## config.mk

```make
export PLATFORM = sky130hd
export DESIGN_NAME = dost_div
export DESIGN_NICKNAME = d
export VERILOG_FILES = /design/src/hw/rtl/assert_macros.svh /design/src/hw/rtl/dost_pkg.sv /design/src/hw/rtl/dost_div.sv
export SDC_FILE = /design/constraint.sdc
export NUM_CORES = 1
export LEC_CHECK = 0
export ABC_AREA = 1
export BUFFER_PORTS_ARGS = -buffer_cell sky130_fd_sc_hd__buf_2
export CAP_MARGIN = 10
export CORE_MARGIN = 2
export CORE_UTILIZATION = 59
export CTS_CLUSTER_SIZE = 28
export DETAILED_ROUTE_END_ITERATION = 6
export PLACE_DENSITY_LB_ADDON = 0.15
export SYNTH_ARGS = -nofsm -noshare
export SYNTH_HDL_FRONTEND = slang
export SYNTH_SLANG_ARGS = --single-unit
```

## constraint.sdc

```tcl
create_clock -name clk -period 2.8 [get_ports clk]
set_input_delay 0.14 -clock clk [delete_from_list [all_inputs] [get_ports clk]]
set_output_delay 0.14 -clock clk [all_outputs]
set_load 0.01 [all_outputs]
```

## src/hw/rtl/assert_macros.svh

```systemverilog
// Assertion helpers included by the table unit.
`ifndef ASSERT_MACROS_SVH
`define ASSERT_MACROS_SVH

// Clocked implication check, disabled while reset is held.
`define ASSERT_CLKD(label, clk, rst_n, prop) \
  label: assert property (@(posedge clk) disable iff (!rst_n) (prop)) \
    else $error("assertion failed: label");

`endif

```

## src/hw/rtl/dost_pkg.sv

```systemverilog
package dost_pkg;
  localparam int ENTRIES   = 256;
  localparam int KEY_BITS  = 64;
  localparam int IDX_W     = $clog2(ENTRIES);
  localparam int TIME_W    = 32;
  localparam int SCORE_W   = 31;
  localparam int CNT_W     = 32;
  localparam int REM_W     = 9;
  localparam logic [SCORE_W-1:0] SCORE_MAX = '1;
  localparam logic [CNT_W-1:0]   CNT_MAX   = '1;
  localparam logic [REM_W-1:0]   REM_MAX   = '1;
  localparam logic [TIME_W-1:0]  PERIOD_RST = 32'd60;

  // one table slot as stored in memory
  typedef struct packed {
    logic [KEY_BITS-1:0] key;
    logic [TIME_W-1:0]   last_time;
    logic [SCORE_W-1:0]  score;
  } slot_t;
endpackage

```

## src/hw/rtl/dost_div.sv

```systemverilog
// Restoring divider, one quotient bit per cycle.
module dost_div (
  input  logic                          clk,
  input  logic                          rst_n,
  input  logic                          start,
  input  logic [dost_pkg::TIME_W-1:0]   num,
  input  logic [dost_pkg::TIME_W-1:0]   den,
  output logic                          done,
  output logic [dost_pkg::TIME_W-1:0]   quo
);
  localparam int W  = dost_pkg::TIME_W;
  localparam int CW = $clog2(W);

  logic [W:0]    rem_r, rem_nxt, rem_sh;
  logic [W-1:0]  quo_r, quo_nxt, den_r;
  logic [CW-1:0] cnt_r;
  logic          run_r, done_r;

  // one shift-subtract step
  always_comb begin
    rem_sh  = {rem_r[W-1:0], quo_r[W-1]};
    quo_nxt = {quo_r[W-2:0], 1'b0};
    rem_nxt = rem_sh;
    if (rem_sh >= {1'b0, den_r}) begin
      rem_nxt    = rem_sh - {1'b0, den_r};
      quo_nxt[0] = 1'b1;
    end
  end

  always_ff @(posedge clk) begin
    if (!rst_n) begin
      run_r  <= 1'b0;
      done_r <= 1'b0;
      cnt_r  <= '0;
    end else begin
      done_r <= 1'b0;
      if (start) begin
        run_r <= 1'b1;
        cnt_r <= '0;
        rem_r <= '0;
        quo_r <= num;
        den_r <= den;
      end else if (run_r) begin
        rem_r <= rem_nxt;
        quo_r <= quo_nxt;
        cnt_r <= cnt_r + 1'b1;
        if (cnt_r == CW'(W-1)) begin
          run_r  <= 1'b0;
          done_r <= 1'b1;
        end
      end
    end
  end

  assign done = done_r;
  assign quo  = quo_r;
endmodule

```

==> metrics.yaml <==
pre_cts_ws_ps: 314.6
grt_setup_unrepaired: "no"
leakagePower_nw: 4.426
regArea_sq_um: 3023
syn-num-nets: 1078
p_seq_share_pct: 39.7
wl_met2_um: 7909
drt_iter0_markers: 519
switchingPower_mw: 1.744
yosysWarnings: 0
grt_usage_pct: 28.23
start_kind: "flop"
routed_wl_um: 17050
cts_buffers: 9
final_cell_mix: "nand2_1 (401), inv_1 (172), nor2_1 (108), buf_2 (99), edfxtp_1 (96)"
netlist_top_cells_area: "edfxtp_1 (41%), nand2_1 (22%), inv_1 (9.3%)"
pwr-share-clk_pct: 27.1
final_common_cell: "nand2_1"
htree_levels: 3
cts.sinks: 103
max_freq_mhz: 393.2
r2r-start: "rem_r[27]"
clock_latency_ps: 360
seq_area_frac_synth_pct: 43.08
antenna_cells: 0
power_frac_comb_pct: 33.2
skew_ps: 7.064
coreArea_sq_um: 11520
root_buffer: "clkbuf_16"
ys_seq_elements: 103
place_congestion: 0.9906
syn_avg_cell_area_sq_um: 7.189
synthToLayoutAreaGrowth_pct: 18.21
hpwl_um: 12690
hold_viol_final: 0
period_share_pct: 90.83
end_kind: "flop"
ant_nets: 0
num_vias: 6249
wl_met3_um: 1147
finalCriticalPeriod_ps: 2543
required_ps: 2910
tightestPinTransition_ps: 778.5
netlist_instances: 976
grt_first_pass_wirelength_um: 28550
grt_pass1_vias: 6092
p_int_mw: 3.180
drv_slew: 0
die_h_um: 113.1
drc: 3
dr.pass1.iters: 7
vdd_drop_max_uv: 415.9
relSlewSlack_pct: 48.02
ios: 100
min_path_type: "primary input to flop"
clock_path_buffers: 2
worstPathCellList: "ha_1 > nand2_1 > inv_1 > nand2_1 > and2_1 > nor2_1 > nor2_2 > nand2_2 > nor2_8 > buf_4 > nand3b_1 > nand2_1 > nor2_1"
fin_setup_tns_ps: 0
max_stage_delay_ps: 410
wl_per_cell_um: 13.59
die_x_um: 113.1
critPathMaxFanout: 15
setup_violations: 0
fillers: 969
grt_max_degree: 65
placementRows: 39
cts_resized: 0
met1_length_um: 7519
layout_setup_ws_ps: 256.9
layout.nets: 1209
path_class: "flop to flop"
post-route-util_pct: 72.02
multi_input_area_sq_um: 3231
clk_pin_slew_ps: 70
violations: "design-rule violations"
synth_area_leader_cell: "edfxtp_1"
globalRoute.totalOverflow: 0
cpMostUsedCell: "nand2_1"
drive_gt1_share_pct: 12.95
maxUsedRoutingLayer: "met4"
min-delay-start: "num[5]"
power_density_nw_per_um2: 593.6
vias_per_cell: 4.979
die_area_sq_um: 12780
arrival_ps: 2660
drv_cap: 0
status: "complete, but fails checks"
synth_area_sq_um: 7017
p_sw_share_pct: 35.42
io_buffers: 99
cp-startpoint: "rem_r[27]"
initial_core_util_pct: 60.93
ys_types: 36
antenna_found_initial: 0
cts_tree: "done"
cp_slowest_cell: "edfxtp_1"
power_mw: 4.923
yosysTopAreaCellShare_pct: 41.08
==> what timing repair did <==
action / CTS / global route
setup buffers: 0 / 0
setup endpoints to repair: 0 / 0
hold buffers: 32 / 0
hold endpoints to repair: 32 / 0
==> critical path, delay by kind of cell, from the launching register on <==
family                     cells  cell delay, ps
and+or+nand+nor               10            1120
adders and majority gates      1             400
buffers and inverters          2             330
DFF                            1             410
==> flip-flops by register name, summed over array words and instances (netlist names) <==
name,flops
den_r,32
quo,32
done,1
rem_r,32
run_r,1
cnt_r,5
==> cells by family after synthesis <==
group	Yosys count	synth area share [%]
simple gates	602	35.95
xor+xnor	15	1.872
buf+inv	196	10.91
flops	103	43.08
fa+ha+maj	35	6.348
compound gates	25	1.837
==> synthesized netlist by cell type <==
| library cell | number |
|---|---|
| nor2_1 | 108 |
| fa_1 | 1 |
| buf_2 | 7 |
| inv_2 | 3 |
| nand2_1 | 402 |
| buf_4 | 1 |
| o21bai_1 | 1 |
| nor2_2 | 6 |
| and2_1 | 9 |
| nor3_4 | 1 |
| inv_1 | 173 |
| ha_1 | 34 |
| inv_4 | 1 |
| a31oi_1 | 1 |
| nand4_1 | 5 |
| buf_1 | 4 |
| nor3_1 | 8 |
| nand2_8 | 1 |
| and3_1 | 1 |
| o21ai_1 | 1 |
| nand3_2 | 1 |
| buf_6 | 2 |
| nor2_8 | 1 |
| clkbuf_1 | 5 |
| xnor2_1 | 1 |
| dfxtp_1 | 7 |
| nand3b_1 | 23 |
| nor2_4 | 1 |
| nand2_4 | 1 |
| xor2_1 | 14 |
| nand2_2 | 3 |
| or2_2 | 1 |
| nand3_1 | 30 |
| a21oi_1 | 21 |
| o21ai_0 | 1 |
| edfxtp_1 | 96 |
==> stage by stage <==
stage                     instances  instance area (sq um)  hold slack, ps
after floorplan                 976                   7017           238.9
after global placement         1207                   7667           316.2
after detailed placement       1207                   7667           318.1
after CTS                      1255                   8294           41.31
after global routing           1255                   8294           46.63
final                          1255                   8294           45.83
==> worst paths after layout <==
path | slack, ps | cells after the start | to
worst max-delay path | 260 | 13 | rem_r[31]
worst min-delay path | 50 | 3 | quo[5]
worst max register to register | 260 | 13 | rem_r[31]
worst min register to register | 470 | 2 | cnt_r[4]
==> area by class of cell <==
class	count	share of cell area, %
clock buffer	10	2.761
clock inverter	6	0.9353
tap	143	2.157
inverter	177	8.040
sequential	103	36.45
timing repair buffer	139	10.71
multi-input combinational	677	38.95
==> power by group through the flow <==
stage / sequential [mW] / combinational, mW / clock [mW]
after floorplan: 1.99 / 1.17 / 0
after global placement: 1.98 / 1.55 / 0
after detailed placement: 1.98 / 1.58 / 0
after CTS: 1.95 / 1.62 / 1.34
after global routing: 1.97 / 1.86 / 1.40
final: 1.96 / 1.63 / 1.33
==> layer usage <==
metal  vias up  track usage, %
li1       3250               -
met1      2748           36.64
met3        33           6.052
met2       218           47.47
met5         -               0
met4         0           9.106
(Power assumes the default switching activity.)
